--- src/rtl/tcfm_pkg.sv ---
// ----------------------------------------------------------------------------
// tcfm_pkg
// Shared types, constants and helper functions of the time code frame
// modulator.
// ----------------------------------------------------------------------------
`default_nettype none

package tcfm_pkg;

   // Frame geometry and special seconds.
   localparam int unsigned FRAME_BITS  = 60;
   localparam logic [5:0]  LAST_SECOND = 6'd59;

   // Frame bit positions.
   localparam int unsigned POS_SUMMER   = 17;
   localparam int unsigned POS_WINTER   = 18;
   localparam int unsigned POS_START    = 20;
   localparam int unsigned POS_MIN_LO   = 21;
   localparam int unsigned POS_MIN_PAR  = 28;
   localparam int unsigned POS_HOUR_LO  = 29;
   localparam int unsigned POS_HOUR_PAR = 35;
   localparam int unsigned POS_DAY_LO   = 36;
   localparam int unsigned POS_WDAY_LO  = 42;
   localparam int unsigned POS_MON_LO   = 45;
   localparam int unsigned POS_YEAR_LO  = 50;
   localparam int unsigned POS_DATE_PAR = 58;

   // Weekday coding: Sunday comes in as zero and goes out as seven.
   localparam logic [2:0] WDAY_SUNDAY_IN  = 3'd0;
   localparam logic [2:0] WDAY_SUNDAY_OUT = 3'd7;

   // Register select, taken from paddr[2].
   localparam logic REG_ZERO_DIP = 1'b0;
   localparam logic REG_ONE_DIP  = 1'b1;

   localparam logic [9:0] ZERO_DIP_RESET = 10'd100;
   localparam logic [9:0] ONE_DIP_RESET  = 10'd200;

   typedef struct packed {
      logic [5:0]  second;
      logic [9:0]  millisecond;
      logic [15:0] minute_tag;
      logic [5:0]  next_minute;
      logic [4:0]  next_hour;
      logic [4:0]  day_of_month;
      logic [2:0]  weekday;
      logic [3:0]  month;
      logic [6:0]  year_two_digit;
      logic        summer_time;
   } tcfm_item_type;

   typedef struct packed {
      logic [9:0] zero_dip_ms;
      logic [9:0] one_dip_ms;
   } tcfm_cfg_type;

   // Binary to packed BCD for values up to 99. The tens digit comes from a
   // multiplication by 205/2048, which is exact for all values up to 127.
   function automatic logic [7:0] to_bcd(input logic [6:0] value);
      logic [14:0] prod;
      logic [3:0]  tens;
      logic [6:0]  ones;
      prod = 15'(value) * 15'd205;
      tens = prod[14:11];
      ones = value - (7'(tens) * 7'd10);
      return {tens, ones[3:0]};
   endfunction

endpackage

`default_nettype wire

--- src/rtl/tcfm_req_if.sv ---
// ----------------------------------------------------------------------------
// tcfm_req_if
// Input channel of the time code frame modulator: one clock sample a transfer.
// ----------------------------------------------------------------------------
`default_nettype none

interface tcfm_req_if;
   logic        valid;
   logic        ready;
   logic [5:0]  second;
   logic [9:0]  millisecond;
   logic [15:0] minute_tag;
   logic [5:0]  next_minute;
   logic [4:0]  next_hour;
   logic [4:0]  day_of_month;
   logic [2:0]  weekday;
   logic [3:0]  month;
   logic [6:0]  year_two_digit;
   logic        summer_time;

   modport source (
      output valid, second, millisecond, minute_tag, next_minute, next_hour,
             day_of_month, weekday, month, year_two_digit, summer_time,
      input  ready
   );

   modport sink (
      input  valid, second, millisecond, minute_tag, next_minute, next_hour,
             day_of_month, weekday, month, year_two_digit, summer_time,
      output ready
   );
endinterface

`default_nettype wire

--- src/rtl/tcfm_rsp_if.sv ---
// ----------------------------------------------------------------------------
// tcfm_rsp_if
// Result channel of the time code frame modulator: carrier state and frame bit.
// ----------------------------------------------------------------------------
`default_nettype none

interface tcfm_rsp_if;
   logic valid;
   logic ready;
   logic carrier_on;
   logic current_bit;

   modport source (
      output valid, carrier_on, current_bit,
      input  ready
   );

   modport sink (
      input  valid, carrier_on, current_bit,
      output ready
   );
endinterface

`default_nettype wire

--- src/rtl/tcfm_csr.sv ---
// ----------------------------------------------------------------------------
// tcfm_csr
// APB-style register file holding the two dip lengths.
// ----------------------------------------------------------------------------
`default_nettype none

module tcfm_csr (
   input  wire logic                  clock,
   input  wire logic                  reset,
   input  wire logic                  psel,
   input  wire logic                  penable,
   input  wire logic                  pwrite,
   input  wire logic [2:0]            paddr,
   input  wire logic [31:0]           pwdata,
   output logic      [31:0]           prdata,
   output logic                       pready,
   output tcfm_pkg::tcfm_cfg_type     cfg
);
   import tcfm_pkg::*;

   logic [9:0] zero_dip_ff, zero_dip_in;
   logic [9:0] one_dip_ff,  one_dip_in;
   logic       write_en;

   assign pready   = 1'b1;
   assign write_en = psel & penable & pwrite & pready;

   always_comb begin
      zero_dip_in = zero_dip_ff;
      one_dip_in  = one_dip_ff;
      if (write_en) begin
         unique case (paddr[2])
            REG_ZERO_DIP: zero_dip_in = pwdata[9:0];
            REG_ONE_DIP:  one_dip_in  = pwdata[9:0];
            default:      ;
         endcase
      end
   end

   always_ff @(posedge clock) begin
      if (reset) begin
         zero_dip_ff <= ZERO_DIP_RESET;
         one_dip_ff  <= ONE_DIP_RESET;
      end else begin
         zero_dip_ff <= zero_dip_in;
         one_dip_ff  <= one_dip_in;
      end
   end

   always_comb begin
      unique case (paddr[2])
         REG_ZERO_DIP: prdata = {22'd0, zero_dip_ff};
         REG_ONE_DIP:  prdata = {22'd0, one_dip_ff};
         default:      prdata = 32'd0;
      endcase
   end

   assign cfg.zero_dip_ms = zero_dip_ff;
   assign cfg.one_dip_ms  = one_dip_ff;

endmodule

`default_nettype wire

--- src/rtl/tcfm_encoder.sv ---
// ----------------------------------------------------------------------------
// tcfm_encoder
// Builds the 60-bit time code frame from the announced time fields.
// ----------------------------------------------------------------------------
`default_nettype none

module tcfm_encoder (
   input  wire tcfm_pkg::tcfm_item_type item,
   output logic [tcfm_pkg::FRAME_BITS-1:0] frame
);
   import tcfm_pkg::*;

   logic [7:0] min_bcd;
   logic [7:0] hour_bcd;
   logic [7:0] day_bcd;
   logic [7:0] mon_bcd;
   logic [7:0] year_bcd;
   logic [2:0] wday_code;

   assign min_bcd   = to_bcd({1'b0, item.next_minute});
   assign hour_bcd  = to_bcd({2'b0, item.next_hour});
   assign day_bcd   = to_bcd({2'b0, item.day_of_month});
   assign mon_bcd   = to_bcd({3'b0, item.month});
   assign year_bcd  = to_bcd(item.year_two_digit);
   assign wday_code = (item.weekday == WDAY_SUNDAY_IN) ? WDAY_SUNDAY_OUT : item.weekday;

   always_comb begin
      frame = '0;
      frame[POS_SUMMER] = item.summer_time;
      frame[POS_WINTER] = ~item.summer_time;
      frame[POS_START]  = 1'b1;
      frame[POS_MIN_LO  +: 7] = min_bcd[6:0];
      frame[POS_MIN_PAR]      = ^min_bcd[6:0];
      frame[POS_HOUR_LO +: 6] = hour_bcd[5:0];
      frame[POS_HOUR_PAR]     = ^hour_bcd[5:0];
      frame[POS_DAY_LO  +: 6] = day_bcd[5:0];
      frame[POS_WDAY_LO +: 3] = wday_code;
      frame[POS_MON_LO  +: 5] = mon_bcd[4:0];
      frame[POS_YEAR_LO +: 8] = year_bcd;
      frame[POS_DATE_PAR]     = ^{day_bcd[5:0], wday_code, mon_bcd[4:0], year_bcd};
   end

endmodule

`default_nettype wire

--- src/rtl/tcfm_engine.sv ---
// ----------------------------------------------------------------------------
// tcfm_engine
// Input register, frame and dip state, and result register.
// ----------------------------------------------------------------------------
`default_nettype none

module tcfm_engine (
   input  wire logic                    clock,
   input  wire logic                    reset,
   input  wire logic                    req_valid,
   output logic                         req_ready,
   input  wire tcfm_pkg::tcfm_item_type req_item,
   output logic                         rsp_valid,
   input  wire logic                    rsp_ready,
   output logic                         rsp_carrier_on,
   output logic                         rsp_current_bit,
   input  wire tcfm_pkg::tcfm_cfg_type  cfg
);
   import tcfm_pkg::*;

   // Input stage.
   logic          s1_valid_ff, s1_valid_in;
   tcfm_item_type s1_item_ff;

   // Frame and dip state.
   logic [FRAME_BITS-1:0] frame_ff, frame_in;
   logic [15:0]           tag_ff, tag_in;
   logic                  frame_valid_ff, frame_valid_in;
   logic [5:0]            prev_sec_ff, prev_sec_in;
   logic                  seen_ff, seen_in;
   logic [9:0]            dip_ff, dip_in;
   logic                  carrier_ff, carrier_in;

   // Result stage.
   logic rsp_valid_ff, rsp_valid_in;
   logic rsp_carrier_ff, rsp_bit_ff;

   logic                  out_free;
   logic                  advance;
   logic [FRAME_BITS-1:0] built_frame;
   logic [FRAME_BITS-1:0] frame_use;
   logic [5:0]            sec;
   logic                  tag_new;
   logic                  new_second;
   logic [9:0]            dip_mid;
   logic                  carrier_mid;
   logic                  dip_done;

   tcfm_encoder u_encoder (
      .item  (s1_item_ff),
      .frame (built_frame)
   );

   assign out_free    = ~rsp_valid_ff | rsp_ready;
   assign advance     = s1_valid_ff & out_free;
   assign req_ready   = ~s1_valid_ff | out_free;
   assign s1_valid_in = (req_valid & req_ready) | (s1_valid_ff & ~out_free);
   assign rsp_valid_in = advance | (rsp_valid_ff & ~rsp_ready);

   assign sec        = (s1_item_ff.second > LAST_SECOND) ? LAST_SECOND : s1_item_ff.second;
   assign tag_new    = ~frame_valid_ff | (s1_item_ff.minute_tag != tag_ff);
   assign new_second = ~seen_ff | (sec != prev_sec_ff) | tag_new;
   assign frame_use  = tag_new ? built_frame : frame_ff;

   always_comb begin
      dip_mid     = dip_ff;
      carrier_mid = carrier_ff;
      if (new_second) begin
         if (sec == LAST_SECOND) begin
            dip_mid     = '0;
            carrier_mid = 1'b1;
         end else begin
            dip_mid     = frame_use[sec] ? cfg.one_dip_ms : cfg.zero_dip_ms;
            carrier_mid = (dip_mid == '0);
         end
      end
   end

   assign dip_done = (dip_mid != '0) && (s1_item_ff.millisecond >= dip_mid);

   always_comb begin
      frame_in       = frame_ff;
      tag_in         = tag_ff;
      frame_valid_in = frame_valid_ff;
      prev_sec_in    = prev_sec_ff;
      seen_in        = seen_ff;
      dip_in         = dip_ff;
      carrier_in     = carrier_ff;
      if (advance) begin
         frame_in       = frame_use;
         tag_in         = s1_item_ff.minute_tag;
         frame_valid_in = 1'b1;
         prev_sec_in    = sec;
         seen_in        = 1'b1;
         dip_in         = dip_done ? '0 : dip_mid;
         carrier_in     = dip_done | carrier_mid;
      end
   end

   always_ff @(posedge clock) begin
      if (reset) begin
         s1_valid_ff    <= 1'b0;
         rsp_valid_ff   <= 1'b0;
         frame_valid_ff <= 1'b0;
         seen_ff        <= 1'b0;
         dip_ff         <= '0;
         carrier_ff     <= 1'b1;
      end else begin
         s1_valid_ff    <= s1_valid_in;
         rsp_valid_ff   <= rsp_valid_in;
         frame_valid_ff <= frame_valid_in;
         seen_ff        <= seen_in;
         dip_ff         <= dip_in;
         carrier_ff     <= carrier_in;
      end
   end

   always_ff @(posedge clock) begin
      if (req_valid & req_ready) begin
         s1_item_ff <= req_item;
      end
      if (advance) begin
         rsp_carrier_ff <= carrier_in;
         rsp_bit_ff     <= frame_use[sec];
      end
      frame_ff    <= frame_in;
      tag_ff      <= tag_in;
      prev_sec_ff <= prev_sec_in;
   end

   assign rsp_valid       = rsp_valid_ff;
   assign rsp_carrier_on  = rsp_carrier_ff;
   assign rsp_current_bit = rsp_bit_ff;

endmodule

`default_nettype wire

--- src/rtl/time_code_frame_modulator_core.sv ---
// ----------------------------------------------------------------------------
// time_code_frame_modulator_core
// Long-wave time code modulator: turns clock samples into carrier on/off
// decisions that follow a 60-bit minute frame.
// ----------------------------------------------------------------------------
//
//   Channel   Direction  Handshake          Contents
//   req_bus   in         valid/ready        one sample of the local clock
//   rsp_bus   out        valid/ready        carrier_on, current_bit
//   csr       in/out     APB setup+access   zero_dip_ms (0x0), one_dip_ms (0x4)
//
// A sample is registered on the transfer; once the result register is free, one
// pass of logic decides the frame and the carrier and loads the result register,
// which offers the result. One sample can be taken every cycle while results are
// taken. The result register is the only throttle: while it is full and not
// taken, a sample in the input register holds, and once both registers are full
// req_bus.ready follows rsp_bus.ready. Reset is synchronous and puts the carrier
// on with no frame built; the dip lengths return to 100 ms and 200 ms.
// ----------------------------------------------------------------------------
`default_nettype none

module time_code_frame_modulator_core (
   input  wire logic        clock,
   input  wire logic        reset,
   tcfm_req_if.sink         req_bus,
   tcfm_rsp_if.source       rsp_bus,
   input  wire logic        psel,
   input  wire logic        penable,
   input  wire logic        pwrite,
   input  wire logic [2:0]  paddr,
   input  wire logic [31:0] pwdata,
   output logic      [31:0] prdata,
   output logic             pready
);
   import tcfm_pkg::*;

   tcfm_cfg_type  cfg;
   tcfm_item_type req_item;

   // The register file holds the two dip lengths; the engine reads them with
   // no hold. Writes must come only while no sample is in flight; not enforced.
   tcfm_csr u_csr (
      .clock   (clock),
      .reset   (reset),
      .psel    (psel),
      .penable (penable),
      .pwrite  (pwrite),
      .paddr   (paddr),
      .pwdata  (pwdata),
      .prdata  (prdata),
      .pready  (pready),
      .cfg     (cfg)
   );

   // Gather the sample fields into one payload word for the input register.
   assign req_item.second         = req_bus.second;
   assign req_item.millisecond    = req_bus.millisecond;
   assign req_item.minute_tag     = req_bus.minute_tag;
   assign req_item.next_minute    = req_bus.next_minute;
   assign req_item.next_hour      = req_bus.next_hour;
   assign req_item.day_of_month   = req_bus.day_of_month;
   assign req_item.weekday        = req_bus.weekday;
   assign req_item.month          = req_bus.month;
   assign req_item.year_two_digit = req_bus.year_two_digit;
   assign req_item.summer_time    = req_bus.summer_time;

   // The engine rebuilds the frame when the minute tag changes or no frame is
   // built, starts a dip at each new second other than the last one, and ends
   // the dip once the millisecond count reaches its length.
   tcfm_engine u_engine (
      .clock           (clock),
      .reset           (reset),
      .req_valid       (req_bus.valid),
      .req_ready       (req_bus.ready),
      .req_item        (req_item),
      .rsp_valid       (rsp_bus.valid),
      .rsp_ready       (rsp_bus.ready),
      .rsp_carrier_on  (rsp_bus.carrier_on),
      .rsp_current_bit (rsp_bus.current_bit),
      .cfg             (cfg)
   );

endmodule

`default_nettype wire

--- src/flat_wrapper.sv ---
// flat-port wrapper written by rule: the top's interface ports become plain ports
module time_code_frame_modulator_core_flat import tcfm_pkg::*;
  (clock, reset, psel, penable, pwrite, paddr, pwdata, prdata, pready, req_bus_valid, req_bus_second, req_bus_millisecond, req_bus_minute_tag, req_bus_next_minute, req_bus_next_hour, req_bus_day_of_month, req_bus_weekday, req_bus_month, req_bus_year_two_digit, req_bus_summer_time, req_bus_ready, rsp_bus_valid, rsp_bus_carrier_on, rsp_bus_current_bit, rsp_bus_ready);
  tcfm_req_if req_bus_i ();
  tcfm_rsp_if rsp_bus_i ();
  input  wire logic clock;
  input  wire logic reset;
  input  wire logic psel;
  input  wire logic penable;
  input  wire logic pwrite;
  input  wire logic [2:0] paddr;
  input  wire logic [31:0] pwdata;
  output logic      [31:0] prdata;
  output logic pready;
  input wire logic [$bits(req_bus_i.valid)-1:0] req_bus_valid;
  input wire logic [$bits(req_bus_i.second)-1:0] req_bus_second;
  input wire logic [$bits(req_bus_i.millisecond)-1:0] req_bus_millisecond;
  input wire logic [$bits(req_bus_i.minute_tag)-1:0] req_bus_minute_tag;
  input wire logic [$bits(req_bus_i.next_minute)-1:0] req_bus_next_minute;
  input wire logic [$bits(req_bus_i.next_hour)-1:0] req_bus_next_hour;
  input wire logic [$bits(req_bus_i.day_of_month)-1:0] req_bus_day_of_month;
  input wire logic [$bits(req_bus_i.weekday)-1:0] req_bus_weekday;
  input wire logic [$bits(req_bus_i.month)-1:0] req_bus_month;
  input wire logic [$bits(req_bus_i.year_two_digit)-1:0] req_bus_year_two_digit;
  input wire logic [$bits(req_bus_i.summer_time)-1:0] req_bus_summer_time;
  output wire logic [$bits(req_bus_i.ready)-1:0] req_bus_ready;
  output wire logic [$bits(rsp_bus_i.valid)-1:0] rsp_bus_valid;
  output wire logic [$bits(rsp_bus_i.carrier_on)-1:0] rsp_bus_carrier_on;
  output wire logic [$bits(rsp_bus_i.current_bit)-1:0] rsp_bus_current_bit;
  input wire logic [$bits(rsp_bus_i.ready)-1:0] rsp_bus_ready;
  assign req_bus_i.valid = req_bus_valid;
  assign req_bus_i.second = req_bus_second;
  assign req_bus_i.millisecond = req_bus_millisecond;
  assign req_bus_i.minute_tag = req_bus_minute_tag;
  assign req_bus_i.next_minute = req_bus_next_minute;
  assign req_bus_i.next_hour = req_bus_next_hour;
  assign req_bus_i.day_of_month = req_bus_day_of_month;
  assign req_bus_i.weekday = req_bus_weekday;
  assign req_bus_i.month = req_bus_month;
  assign req_bus_i.year_two_digit = req_bus_year_two_digit;
  assign req_bus_i.summer_time = req_bus_summer_time;
  assign req_bus_ready = req_bus_i.ready;
  assign rsp_bus_valid = rsp_bus_i.valid;
  assign rsp_bus_carrier_on = rsp_bus_i.carrier_on;
  assign rsp_bus_current_bit = rsp_bus_i.current_bit;
  assign rsp_bus_i.ready = rsp_bus_ready;
  time_code_frame_modulator_core u_core (.clock(clock), .reset(reset), .req_bus(req_bus_i), .rsp_bus(rsp_bus_i), .psel(psel), .penable(penable), .pwrite(pwrite), .paddr(paddr), .pwdata(pwdata), .prdata(prdata), .pready(pready));
endmodule
--- config.mk ---
export PLATFORM = sky130hd
export DESIGN_NAME = time_code_frame_modulator_core_flat
export DESIGN_NICKNAME = d
export VERILOG_FILES = /design/src/rtl/tcfm_pkg.sv /design/src/rtl/tcfm_req_if.sv /design/src/rtl/tcfm_rsp_if.sv /design/src/rtl/tcfm_csr.sv /design/src/rtl/tcfm_encoder.sv /design/src/rtl/tcfm_engine.sv /design/src/rtl/time_code_frame_modulator_core.sv /design/src/flat_wrapper.sv
export SDC_FILE = /design/constraint.sdc
export NUM_CORES = 1
export LEC_CHECK = 0
export BUFFER_PORTS_ARGS = -buffer_cell sky130_fd_sc_hd__clkbuf_2
export CORE_MARGIN = 10
export CORE_UTILIZATION = 50
export DETAILED_ROUTE_END_ITERATION = 10
export GPL_TIMING_DRIVEN = 0
export PLACE_DENSITY = 0.76
export SLEW_MARGIN = 40
export SYNTH_ARGS = -nofsm -noshare
export SYNTH_HDL_FRONTEND = slang
export SYNTH_SLANG_ARGS = --single-unit
export TNS_END_PERCENT = 20
--- constraint.sdc ---
create_clock -name clock -period 16.7 [get_ports clock]
set_clock_uncertainty 0.2 [all_clocks]
set_input_delay 0.835 -clock clock [delete_from_list [all_inputs] [get_ports clock]]
set_output_delay 0.835 -clock clock [all_outputs]
set_load 0.01 [all_outputs]
-- Word level (Yosys, flattened, before mapping)
Cells that the tools add are included.
- output and inout bits: 37
- register bits after elaboration: 181
- bits of input ports: 105
- word-level logic and storage cells: 86
- multipliers: 10
- bitwise operators: 21
- $lt $le $gt $ge: 3
- mux-type cells: 13
- add/sub/neg operators: 5
- equal/unequal tests: 3
- reductions and logical operators: 9
- operators with widths (kind ; number):
    one-hot mux 32 bit (2 select lines) ; 1
    two-way mux 60 bit ; 1
    two-way mux 10 bit ; 4
    multiplier 5 x 8 -> 13 bit (second input constant) ; 2
    parity 22 bit ; 1
    subtractor 4 bit ; 5
    != test 16 bit ; 1
    multiplier 7 x 8 -> 15 bit (second input constant) ; 1
    multiplier 6 x 8 -> 14 bit (second input constant) ; 1
    multiplier 4 x 8 -> 12 bit (second input constant) ; 1
    greater-or-equal comparator 10 bit ; 1
    logical NOT 10 bit ; 1
    nonzero test 10 bit ; 1
    OR 1 bit ; 8
    less-than comparator 6 x 7 -> 1 bit (second input constant) ; 1
    inverter 1 bit ; 7
    parity 7 bit ; 1
    AND 1 bit ; 6
    binary-select mux 1 bit (select 6 bit) ; 1
    == test 6 bit (second input constant) ; 1
    greater-than comparator 6 bit (second input constant) ; 1
    multiplier 2 x 3 -> 3 bit (second input constant) ; 2
    two-way mux 6 bit ; 1
    != test 6 bit ; 1
    other kinds (9) ; 13

-- Longest topological paths before layout
Gate-level depths: netlist of run 1.
- word-level depth: 14
- mapped depth: 44
- depth with buffers taken out: 42

-- Modules after synthesis
Synthesis of run 1 repeated with hierarchy kept, for this count alone.
- cell total of the unflattened synthesis: 1307
- area total of the unflattened synthesis: 13151.4 um2
- modules (own cells, without submodules) (module ; cells each ; instances ; area each (um2) ; seq. area each (um2)):
    tcfm_engine ; 801 ; 1 ; 8428.1 ; 4694.5
    tcfm_encoder ; 387 ; 1 ; 3574.7 ; 0.0
    tcfm_csr ; 119 ; 1 ; 1148.6 ; 400.4

-- Worst setup path before layout of run 1
OpenSTA, ideal clock, no wires.
- kind: flip-flop to flip-flop
- from: reg u_core.u_engine.s1_item_ff[5] (netlist bit)
- to: reg u_core.u_engine.rsp_carrier_ff (netlist: u_core.u_engine.rsp_carrier_on), data pin
- data arrival time: 8055 ps
- slack: 8172 ps
- cell stages (with the launch flop): 42
- library setup time: 273 ps
- period minus slack after synthesis: 8528 ps
- buffers on the path: 0
- data required time: 16227 ps
- cell sequence: edfxtp_1 -> ha_1 -> ha_1 -> fa_1 -> inv_1 -> fa_1 -> inv_1 -> ha_1 -> a21o_1 -> a21oi_1 -> a21oi_1 -> o311ai_1 -> ha_1 -> inv_1 -> fa_1 -> xnor2_1 -> xnor2_1 -> xnor3_1 -> (+6 left out) -> mux2i_1 -> o21ai_0 -> ha_1 -> nand2b_1 -> a21o_1 -> a21o_1 -> a21oi_1 -> nor2b_1 -> o21ai_0 -> nand2b_1 -> a21oi_1 -> nor2b_1 -> o21ai_0 -> nand2b_1 -> a21oi_1 -> a41oi_1 -> o21ai_0 -> a22oi_1
- longest elaborated chain between the ends: 14
- elaborated cells between the ends (all ways): 18
- classes of those cells: add/sub: 1; mul: 2; order compare: 1; mux: 9; bitwise: 1; reduce/logical: 4
- ends and longest elaborated chain (element ; line ; source):
    start, declared ; tcfm_engine.sv:23 ; tcfm_item_type s1_item_ff;
    start signal, assigned ; tcfm_engine.sv:120 ; s1_item_ff <= req_item;
    multiplier 7 x 8 -> 15 bit (*) ; tcfm_pkg.sv:63 ; prod = 15'(value) * 15'd205;
    multiplier 4 x 3 -> 3 bit ; tcfm_pkg.sv:65 ; ones = value - (7'(tens) * 7'd10);
    subtractor 4 bit ; tcfm_pkg.sv:65 ;
    parity 22 bit ; tcfm_encoder.sv:40 ; frame[POS_DATE_PAR] = ^{day_bcd[5:0], wday_code, mon_bcd[4:0], year_bcd};
    two-way mux 60 bit (*) ; tcfm_engine.sv:63 ; assign frame_use = tag_new ? built_frame : frame_ff;
    binary-select mux 1 bit (select 6 bit) (*) ; tcfm_engine.sv:73 ; dip_mid = frame_use[sec] ? cfg.one_dip_ms : cfg.zero_dip_ms;
    two-way mux 1 bit (implied by the code) (*) ; tcfm_engine.sv:73 ;
    two-way mux 10 bit (*) ; tcfm_engine.sv:73 ;
    two-way mux 10 bit ; tcfm_engine.sv:69 ; if (sec == LAST_SECOND) begin
    two-way mux 10 bit ; tcfm_engine.sv:68 ; if (new_second) begin
    greater-or-equal comparator 10 bit / nonzero test 10 bit (equally long branches) ; tcfm_engine.sv:79 ; assign dip_done = (dip_mid != '0) && (s1_item_ff.millisecond >= dip_mid);
    logical AND 1 bit ; tcfm_engine.sv:79 ;
    OR 1 bit (*) ; tcfm_engine.sv:96 ; carrier_in = dip_done | carrier_mid;
    two-way mux 1 bit (*) ; tcfm_engine.sv:89 ; if (advance) begin
    net u_core.u_engine.carrier_in ; tcfm_engine.sv:32 ; logic carrier_ff, carrier_in;
    end signal, assigned ; tcfm_engine.sv:123 ; rsp_carrier_ff <= carrier_in;
    end, declared ; tcfm_engine.sv:36 ; logic rsp_carrier_ff, rsp_bit_ff;
Mark *: on every way through the listed nets, which the timed path passes. The rest lies on a longest branch. The select of a mux whose other input is x is not followed.
A chain may end at the register's enable or synchronous reset.

-- Worst setup path after layout of run 1
Same ends and word-level chain as after synthesis.

==> impl_results.md, run 1 <==
* Status: complete, no violations
* Post-Synthesis Cells at between 1000 and 1500
* Final Hold Fails at 0
* Max incr delay on CP at 0.51 ns
* Endpoints failing setup at 0
* Post-synth EDFFs at roughly 150
* Die area at approximately 30000 um2
* Clock transition at path regs at ~0.08 ns
* Initial antenna violation count at 0
* DRC violations left at 0
* Setup_tns at 0 ns
* Synth cell types at 76
* Max frequency at 102 MHz
* DRT Pass-1 Iters at 8
* Worst Setup Path Type: register to register
* # Post-CTS Setup Buffers at 0
* Post-CTS sizing at 0
* CTS H-Tree Depth at 4
* IO buf count at 93
* PwrDens at roughly 110 nW/um2
* Die X at 173 um
* # IOs at ~140
* R2R Setup Slk at around 6.9 ns
* CTS Buffer Depth at 2
* Area added between synthesis and finish at 13.6%
* Worst r2r src: u_core.u_engine.s1_item_ff[5]
* Vias/cell at around 5.6
* Total Power at around 0.0014 W
* Drt total wl at around 26 mm
* GRT overflow at 0
* Post-Syn Area at between 10000 and 15000 um2
* Seq/Total Area, Yosys at 0.436
* Post-route clock period utilization at 0.586
* Quantity of hold-fixing buffers added after cts at 0
* Setup Slack @ Placement at 7.02 ns
* Minimum clock period at a little under 10 ns
* Critical Path End Type: register
* HP Start: u_core.u_engine.s1_item_ff[33]
* Placer Congestion at between 0.9 and 1
* Share of cells above drive strength 1 at 0.162
* Final #Nets at 1490
* Maximum VDD drop at around 0.070 mV
* Max Cap Viol at 0
* CP startpoint: u_core.u_engine.s1_item_ff[5]
* Fraction of registers with async set/reset at 0
* CTS tree: built
* Largest net degree at the start of global routing at 51
* RSZ-0062 raised after global routing: false
* Remaining antenna violation count at 0
* Post-DP HPWL at a little under 20 mm
* Crit-path max FO at 6
* Syn_area_per_cell at 10.7 um2
* Yosys Warn Count at 0
* Initial Util at 0.512
* CP required at around 17 ns
* Total vias in the final route at approximately 8600
* Clock latency on the worst-skew pair at about 0.44 ns
* First-pass GRT wire length at 43.8 mm
* HP Class: register to register
* Slew @ Worst Pin at roughly 0.79 ns
* Clock buffer count from CTS at 17
* Vias in the first global route at approximately 8800
* Setup ws final at approximately 6.9 ns
* Lkg Pwr at slightly below 6 nW
* CP max-delay cell: fa_1
* Root Driver: clkbuf_16
* Die Span Y at 173 um
* Slew Limit Fails at 0
* Routed len/inst at 16.9 um
* Crit start category: register
* Slew margin rel. at 0.475
* Row count at 55
* # clock sinks at between 150 and 200
* DRT iter0 DRCs at 694
* Synth Register Bits at between 150 and 200
* Main flop type after synthesis: edfxtp_1
* # diodes at 0
* Crit path DAT at around 9.8 ns
* CORE AREA at between 20000 and 25000 um2
* Overall Global Routing Usage at 0.175
cell families (layout without fill, tap and decap cells):
| group | after synthesis | in the layout | synth area share |
|---|---|---|---|
| and+or+nand+nor | 310 | 310 | 0.131 |
| buffers and inverters | 165 | 292 | 0.0630 |
| DFF | 181 | 181 | 0.436 |
| muxes | 39 | 39 | 0.0382 |
| AOI/OAI and AO/OA | 178 | 178 | 0.100 |
| adders and majority gates | 156 | 156 | 0.181 |
| other | 2 | 23 | 0.000642 |
| xor gates and xnor gates | 63 | 63 | 0.0495 |
per-stage QoR:
step	cell area, um2	hold WS [ns]	util	std cells
after detailed placement	12700	0.259	0.555	1523
after global placement	12600	0.256	0.553	1521
after CTS	13300	0.280	0.582	1555
final	13300	0.279	0.582	1555
after floorplan	11800	0.242	-	1115
after global routing	13300	0.293	0.582	1555
layer usage:
layer | GRT usage | vias up | share of wire
met1 | 0.226 | 4087 | 0.44
met2 | 0.287 | 350 | 0.47
met4 | 0.0514 | 0 | 0.015
met5 | 0 | - | 0
li1 | - | 4159 | -
met3 | 0.0390 | 37 | 0.071
cell usage after synthesis, types with 4 or more instances:
library cell / n / area [um2]
buf_1: 4 / 15.0
nand4_1: 16 / 100
dfxtp_1: 34 / 681
and4_1: 5 / 43.8
a311oi_1: 4 / 35.0
nand3b_1: 8 / 60.1
nor2_1: 51 / 191
mux2_2: 15 / 169
o21ai_0: 41 / 205
fa_1: 22 / 440
o211ai_1: 5 / 37.5
a21oi_1: 48 / 240
and2_1: 5 / 31.3
a31oi_1: 6 / 37.5
buf_4: 25 / 188
clkbuf_1: 23 / 86.3
a22o_1: 10 / 87.6
inv_1: 102 / 383
xnor2_1: 43 / 377
ha_1: 134 / 1680
nor2b_1: 6 / 37.5
nand3_1: 21 / 105
nor3_1: 17 / 85.1
o31ai_1: 9 / 67.6
xor2_1: 18 / 158
a21o_1: 11 / 82.6
mux2i_1: 21 / 210
a41oi_1: 4 / 35.0
edfxtp_1: 147 / 4410
and3_1: 23 / 144
nor4_1: 6 / 37.5
a22oi_1: 4 / 30.0
or4_1: 5 / 37.5
buf_2: 5 / 25.0
nand2b_1: 9 / 56.3
or2_2: 6 / 37.5
nand2_1: 118 / 443
worst max-delay path, delay by kind of cell (launching register included):
family	cells	cell delay, ns
AOI/OAI and AO/OA	17	3.54
xor gates and xnor gates	5	1.27
muxes	1	0.17
DFF	1	0.46
buffers and inverters	3	0.15
and+or+nand+nor	7	0.72
adders and majority gates	8	2.99
power by group:
group | internal (W) | leakage [nW] | switching, W
Sequential | 0.000537 | 1.68 | 0.0000199
Combinational | 0.000214 | 3.84 | 0.000260
Clock | 0.000209 | 0.300 | 0.000201
cell usage in the layout, fill, tap and decap left out, types with 5 or more instances in the layout:
master and count:
buf_4 25, edfxtp_1 147, clkbuf_2 95, nand3_1 21, nor4_1 6, dfxtp_1 34, nand4_1 16, a22o_1 10
xnor2_1 43, nand2_1 118, nand3b_1 8, conb_1 23, a21o_1 11, and4_1 5, nor2_1 51, o21ai_0 41
nor3_1 17, clkbuf_16 17, a21oi_1 48, o211ai_1 5, o31ai_1 9, xor2_1 18, ha_1 134, and3_1 23
or4_1 5, buf_2 5, fa_1 22, clkbuf_1 23, or2_2 6, nand2b_1 9, mux2_2 15, nor2b_1 6
mux2i_1 21, inv_1 101, a31oi_1 6
state kept, by name, summed over array words and instances, names as in the netlist:
name	flops
u_core.u_csr.zero_dip_ff	10
u_core.u_engine.rsp_current_bit	1
u_core.u_engine.carrier_ff	1
u_core.u_engine.dip_ff	10
u_core.u_engine.s1_valid_ff	1
u_core.u_engine.rsp_carrier_on	1
u_core.u_engine.s1_item_ff	63
u_core.u_engine.frame_ff	60
u_core.u_engine.seen_ff	1
u_core.u_engine.tag_ff	16
u_core.u_engine.prev_sec_ff	6
u_core.u_engine.rsp_valid	1
u_core.u_csr.one_dip_ff	10
cell type report:
type | count | area [um2]
Fill cell | 1945 | 9560
Multi-Input combinational cell | 769 | 5950
Sequential cell | 181 | 5090
Timing Repair Buffer | 95 | 505
Clock buffer | 17 | 425
Inverter | 104 | 395
Tap cell | 313 | 392
Buffer | 61 | 347
Clock inverter | 15 | 178
final timing paths:
path	to	cells after the start
max	u_core.u_engine.rsp_carrier_on	41
min	u_core.u_engine.tag_ff[2]	0
max reg2reg	u_core.u_engine.rsp_carrier_on	41
min reg2reg	u_core.u_engine.tag_ff[2]	0
No activity file was read; power rests on OpenSTA's default activity.
==> inputs of run 2 (changes only) <==
--- a/config.mk
+++ b/config.mk
@@ -10,7 +10,7 @@
 export CORE_UTILIZATION = 50
 export DETAILED_ROUTE_END_ITERATION = 10
 export GPL_TIMING_DRIVEN = 0
-export PLACE_DENSITY = 0.76
+export PLACE_DENSITY = 0.79
 export SLEW_MARGIN = 40
 export SYNTH_ARGS = -nofsm -noshare
 export SYNTH_HDL_FRONTEND = slang
==> constraint.sdc (replaced) <==
create_clock -name clock -period 8.8 [get_ports clock]
set_clock_uncertainty 0.2 [all_clocks]
set_input_delay 0.44 -clock clock [delete_from_list [all_inputs] [get_ports clock]]
set_output_delay 0.44 -clock clock [all_outputs]
set_load 0.01 [all_outputs]
==> impl_results.md, run 2 (same netlist as run 1, synthesis figures left out) <==
* Critical Path End Type: register
* Post-DP HPWL at 19.5 mm (-0.43%)
* Delay-heaviest family, CP: adder cells
* Overall Global Routing Usage at 0.190 (+0.0152)
* # clock sinks at 181 (unchanged)
* # diodes at 0 (unchanged)
* Max Cap Viol at 0 (unchanged)
* Minimum clock period at 8.70 ns (-1.09 ns)
* Endpoints failing setup at 0 (unchanged)
* Share of cells above drive strength 1 at 0.205 (+0.0430)
* Biggest register: u_core.u_engine.s1_item_ff
* Slew Limit Fails at 0 (unchanged)
* Total vias in the final route at 9250 (+7.1%)
* Finished Core Util at 0.633 (+0.0512)
* CTS tree: built
* Final #Nets at 1581 (+6.1%)
* Worst Setup Path Type: register to register
* Initial antenna violation count at 0 (unchanged)
* Lkg Pwr at 6.25 nW (+7.5%)
* CP required at 8.98 ns (-7.70 ns)
* Row count at 55 (unchanged)
* Vias in the first global route at 9342 (+5.8%)
* Slew margin rel. at 0.456 (-0.0187)
* Routed len/inst at 17.8 um (+5.6%)
* CP max-delay cell: fa_2
* Largest net degree at the start of global routing at 64 (+25%)
* # IOs at 142 (unchanged)
* Max incr delay on CP at 0.56 ns (+0.05 ns)
* Initial Util at 0.512 (unchanged)
* Placer Congestion at 0.948 (+1.2%)
* Crit start category: register
* RSZ-0062 raised after global routing: true
* Maximum VDD drop at 0.153 mV (+120%)
* Die area at 29900 um2 (unchanged)
* CTS H-Tree Depth at 4 (unchanged)
* Most frequent cells in the layout: edfxtp_1, ha_1, nand2_1
* First-pass GRT wire length at 47.2 mm (+7.7%)
* Placed Area at 12700 um2 (about the same)
* Most common cell after layout, fill and taps aside: edfxtp_1
* Max reg flops at 63 (unchanged)
* IO buf count at 93 (unchanged)
* Max frequency at 115 MHz (+13%)
* Final Hold Fails at 0 (unchanged)
* Clock transition at path regs at 0.08 ns (about the same)
* Total Power at 0.00299 W (+110%)
* Clock buffer count from CTS at 17 (unchanged)
* Root Driver: clkbuf_16
* HP Class: input pin to register
* DRT Pass-1 Iters at 6 (-2)
* Crit path DAT at 8.89 ns (-0.88 ns)
* DRC violations left at 0 (unchanged)
* Clock latency on the worst-skew pair at 0.45 ns (about the same)
* Final Cell Area at 14500 um2 (+8.8%)
* Remaining antenna violation count at 0 (unchanged)
* PwrDens at 207 nW/um2 (+91%)
* CP bufs+invs at 6 (+3)
* CORE AREA at 22800 um2 (unchanged)
* Die Span Y at 173 um (unchanged)
* Area added between synthesis and finish at 23.6%
* Crit-path max FO at 5 (-1)
* Drt total wl at 29.3 mm (+12%)
* GRT overflow at 0 (unchanged)
* Vias/cell at 5.62 (+1.2%)
* Die X at 173 um (unchanged)
* Post-route clock period utilization at 0.989 (+0.403)
* Status: complete, no violations
* Biggest regs: u_core.u_engine.s1_item_ff x63, u_core.u_engine.frame_ff x60, u_core.u_engine.tag_ff x16
* CTS Buffer Depth at 2 (unchanged)
* DRT iter0 DRCs at 875 (+26%)
* Slew @ Worst Pin at 0.813 ns (+0.0280 ns)
[run 2: worst reg2reg max path, delay by kind of cell (launching register included)]
family	cells	cell delay, ns
fa+ha+maj	8	2.81
compound gates	14	2.09
simple gates	8	1.06
xor+xnor	5	1.00
buf+inv	6	0.58
flops	1	0.50
mux	2	0.38
[run 2: per-layer routing]
metal | up-vias | track usage | wire (um) | part of all wire
li1 | 4353 | - | - | -
met1 | 4410 | 0.231 | 12000 | 0.41
met2 | 428 | 0.324 | 14400 | 0.49
met3 | 59 | 0.0440 | 2260 | 0.077
met4 | 0 | 0.0658 | 685 | 0.023
met5 | - | 0 | 0 | 0
[run 2: cell type report]
| type | instances | area [um2] |
|---|---|---|
| fillers | 1752 | 8390 |
| multi-input cells | 769 | 6260 |
| flip-flops and latches | 181 | 5090 |
| repair buffers | 186 | 1360 |
| clock buffers | 17 | 425 |
| inverters | 104 | 395 |
| well taps | 313 | 392 |
| plain buffers | 61 | 347 |
| clock inverters | 15 | 181 |
[run 2: what timing repair did]
| item | 4_1_cts | 5_1_grt |
|---|---|---|
| setup endpoints to repair | 12 | 12 |
| pin swaps | 14 | 43 |
| resized for setup | 30 | 27 |
| cloned | 1 | 0 |
| hold buffers | 63 | 0 |
| endpoints found under the hold margin | 63 | 0 |
| buffers inserted | 17 | 10 |
[run 2: where the power goes]
group	switching [W]	total (W)	leakage, nW	internal [W]
logic	0.000584	0.00115	4.28	0.000568
clock network	0.000394	0.000781	0.293	0.000386
registers	0.0000370	0.00106	1.68	0.00102
[run 2: worst paths after layout]
kind | slack (ns) | endpoint | from | depth (start not counted)
hold reg to reg | 0.28 | u_core.u_engine.tag_ff[0] | u_core.u_engine.s1_item_ff[31] | 0
setup reg to reg | 0.1 | u_core.u_engine.dip_ff[6] | u_core.u_engine.s1_item_ff[5] | 43
setup / recovery | 0.1 | u_core.u_engine.dip_ff[6] | u_core.u_engine.s1_item_ff[5] | 43
hold / removal | 0.007 | u_core.u_csr.zero_dip_ff[6] | pwdata[6] | 3
[run 2: metrics by stage]
stage | setup TNS (ns) | std cells | hold WS (ns) | setup slack [ns]
after global routing | -3.94 | 1646 | 0.0189 | -0.360
after global placement | -8.69 | 1521 | 0.254 | -0.851
after detailed placement | -9.78 | 1523 | 0.254 | -0.889
after CTS | 0 | 1636 | 0.00136 | 0.000823
after floorplan | 0 | 1115 | 0.242 | 0.272
final | 0 | 1646 | 0.00747 | 0.0968
==> inputs of run 3 (changes only) <==
--- a/config.mk
+++ b/config.mk
@@ -6,11 +6,13 @@
 export NUM_CORES = 1
 export LEC_CHECK = 0
 export BUFFER_PORTS_ARGS = -buffer_cell sky130_fd_sc_hd__clkbuf_2
+export CELL_PAD_IN_SITES_DETAIL_PLACEMENT = 2
+export CELL_PAD_IN_SITES_GLOBAL_PLACEMENT = 2
 export CORE_MARGIN = 10
-export CORE_UTILIZATION = 50
+export CORE_UTILIZATION = 35
 export DETAILED_ROUTE_END_ITERATION = 10
 export GPL_TIMING_DRIVEN = 0
-export PLACE_DENSITY = 0.79
+export PLACE_DENSITY = 0.83
 export SLEW_MARGIN = 40
 export SYNTH_ARGS = -nofsm -noshare
 export SYNTH_HDL_FRONTEND = slang
==> impl_results.md, run 3 (same netlist as run 1, synthesis figures left out) <==
* Status: complete, no violations
* Maximum VDD drop at 0.151 mV (-1.4%)
* Vias in the first global route at 10800 (+15%)
* # fillers at 3394 (+94%)
* Placed cell count at 1652 (+8.5%)
* Multi-input logic area at 6380 um2 (+1.9%)
* Most frequent cells in the layout: edfxtp_1, ha_1, nand2_1
* Minimum clock period at 8.79 ns (+0.0839 ns)
* CP max-delay cell: fa_2
* RSZ-0062 raised after global routing: true
* Crit start category: register
* Lkg Pwr at 6.32 nW (+0.98%)
* Setup_tns at 0 ns (unchanged)
* P_int at 0.00204 W (+3.6%)
* HP Class: input pin to register
* Worst r2r path cells at 44 (+2.3%)
* Finished Core Util at 0.451 (-0.181)
* CORE AREA at 32800 um2 (+43%)
* PwrDens at 212 nW/um2 (+2.4%)
* Post-DP HPWL at 27.1 mm (+39%)
* R2R Setup Slk at 0.01 ns (-0.08 ns)
* Max incr delay on CP at 0.57 ns (about the same)
* Row count at 66 (+20%)
* Largest net degree at the start of global routing at 51 (-20%)
* Crit path DAT at 8.96 ns (+0.07 ns)
* CTS Buffer Depth at 2 (unchanged)
* Placer Congestion at 0.847 (-11%)
* CTS tree: built
* GRT overflow at 0 (unchanged)
* Worst r2r dst: u_core.u_engine.dip_ff[2]
* DRT iter0 DRCs at 500 (-43%)
* Die X at 203 um (+17%)
* # diodes at 0 (unchanged)
* Drt total wl at 40.2 mm (+37%)
* Max frequency at 114 MHz (-0.96%)
* Clock transition at path regs at 0.07 ns (about the same)
* Routed len/inst at 22.5 um (+26%)
* Clk pwr share at 0.257 (-0.004)
* Comb pwr share at 0.404 (+0.019)
* Max reg flops at 63 (unchanged)
* Endpoints failing setup at 0 (unchanged)
* Initial Util at 0.357 (-0.155)
* Clock latency on the worst-skew pair at 0.45 ns (about the same)
* Biggest regs: u_core.u_engine.s1_item_ff x63, u_core.u_engine.frame_ff x60, u_core.u_engine.tag_ff x16
* Slew margin rel. at 0.439 (-0.0171)
* CP startpoint: u_core.u_engine.s1_item_ff[5]
* Biggest register: u_core.u_engine.s1_item_ff
* Fin cells at 1784 (+8.4%)
* Flop pwr share at 0.339 (-0.014)
* First-pass GRT wire length at 62.4 mm (+32%)
* Die area at 41100 um2 (+38%)
* Final Cell Area at 14800 um2 (+2.3%)
* Placed Area at 12900 um2 (+1.3%)
* Critical Path End Type: register
* Worst r2r src: u_core.u_engine.s1_item_ff[5]
* Sw Ratio at 0.347 (+0.00715)
* Final Hold Fails at 0 (unchanged)
* Most common cell on crit path: buf_6
* Most common cell after layout, fill and taps aside: edfxtp_1
* Root Driver: clkbuf_16
* CP required at 8.98 ns (about the same)
* DRT Pass-1 Iters at 5 (-1)
* Initial antenna violation count at 0 (unchanged)
* Seq. cell area at 5090 um2 (unchanged)
* DRC violations left at 0 (unchanged)
* Switching power at 0.00109 W (+7.0%)
* # IOs at 142 (unchanged)
* Slew Limit Fails at 0 (unchanged)
* Post-route clock period utilization at 0.999 (+0.00954)
* Total vias in the final route at 9443 (+2.1%)
* Remaining antenna violation count at 0 (unchanged)
* Fin Hold WS at 0.0192 ns (+0.0118 ns)
* Clock buffer count from CTS at 17 (unchanged)
* IO buf count at 93 (unchanged)
* Die Span Y at 203 um (+17%)
* CTS H-Tree Depth at 4 (unchanged)
* Max Cap Viol at 0 (unchanged)
* Area added between synthesis and finish at 26.5%
* Setup crit end: u_core.u_engine.dip_ff[2]
* Vias/cell at 5.29 (-5.8%)
* Slew @ Worst Pin at 0.839 ns (+0.0255 ns)
* # clock sinks at 181 (unchanged)
* Overall Global Routing Usage at 0.193 (+0.00289)
* Crit-path max FO at 5 (unchanged)
* Final #Nets at 1590 (+0.57%)
* Share of cells above drive strength 1 at 0.218 (+0.0128)
* Worst Setup Path Type: register to register
run 3: cell types whose count changed in the layout (fill, tap and decap cells not counted), sizes merged:
cell    before  now
buf         66   75
clkinv       7    2
clkbuf     135  138
bufinv       0    2
run 3: layout make-up:
type / count / share of cell area
tap: 442 / 0.0374
clock inverter: 12 / 0.00964
clock buffer: 20 / 0.0295
timing repair buffer: 195 / 0.0979
inverter: 104 / 0.0267
buffer: 61 / 0.0234
multi-input combinational: 769 / 0.431
sequential: 181 / 0.344
run 3: how the worst min path moves through the flow:
stage | cells after the start | end | slack (ns) | from
2_1_floorplan | 1 | u_core.u_engine.dip_ff[1] | 0.24 | u_core.u_engine.dip_ff[1]
5_1_grt | 3 | u_core.u_csr.zero_dip_ff[8] | 0.02 | pwdata[8]
3_5_place_dp | 0 | u_core.u_engine.tag_ff[11] | 0.26 | u_core.u_engine.s1_item_ff[42]
3_3_place_gp | 1 | u_core.u_engine.dip_ff[0] | 0.26 | u_core.u_engine.dip_ff[0]
6_report | 3 | u_core.u_csr.zero_dip_ff[2] | 0.02 | pwdata[2]
4_1_cts | 3 | u_core.u_csr.zero_dip_ff[2] | 0.003 | pwdata[2]
run 3: power by group through the flow:
stage          Clock, W  Combinational, W  Sequential (W)
5_1_grt        0.000852           0.00138         0.00107
3_5_place_dp          0          0.000942         0.00108
2_1_floorplan         0          0.000685         0.00106
6_report       0.000804           0.00127         0.00106
3_3_place_gp          0          0.000867         0.00108
4_1_cts        0.000818           0.00119         0.00106
run 3: what timing repair did:
item | in CTS | in global routing
setup endpoints to repair | 12 | 12
hold buffers | 63 | 0
gates cloned | 1 | 0
endpoints found under the hold margin | 63 | 0
gates resized for setup | 62 | 22
buffers inserted | 26 | 10
pin swaps | 41 | 19
run 3: per-layer routing:
metal | up-vias | wire, um | GRT usage
met3 | 43 | 1520 | 0.0347
met1 | 4835 | 16400 | 0.217
met2 | 206 | 21600 | 0.362
met4 | 0 | 654 | 0.0576
met5 | - | 0 | 0
li1 | 4359 | - | -
run 3: metrics by stage:
step	setup WS, ns	power, W
floorplan	0.272	0.00175
detailed placement	-1.15	0.00202
finish	0.0129	0.00313
global placement	-1.07	0.00194
global route	-0.487	0.00330
CTS	0.00493	0.00307
run 3: critical path: cells and delay by family (launching register included):
kind / cells / cell delay, ns
buf+inv: 8 / 0.87
compound gates: 15 / 2.31
simple gates: 7 / 0.89
xor+xnor: 5 / 1.04
flops: 1 / 0.43
fa+ha+maj: 8 / 2.72
mux: 1 / 0.25
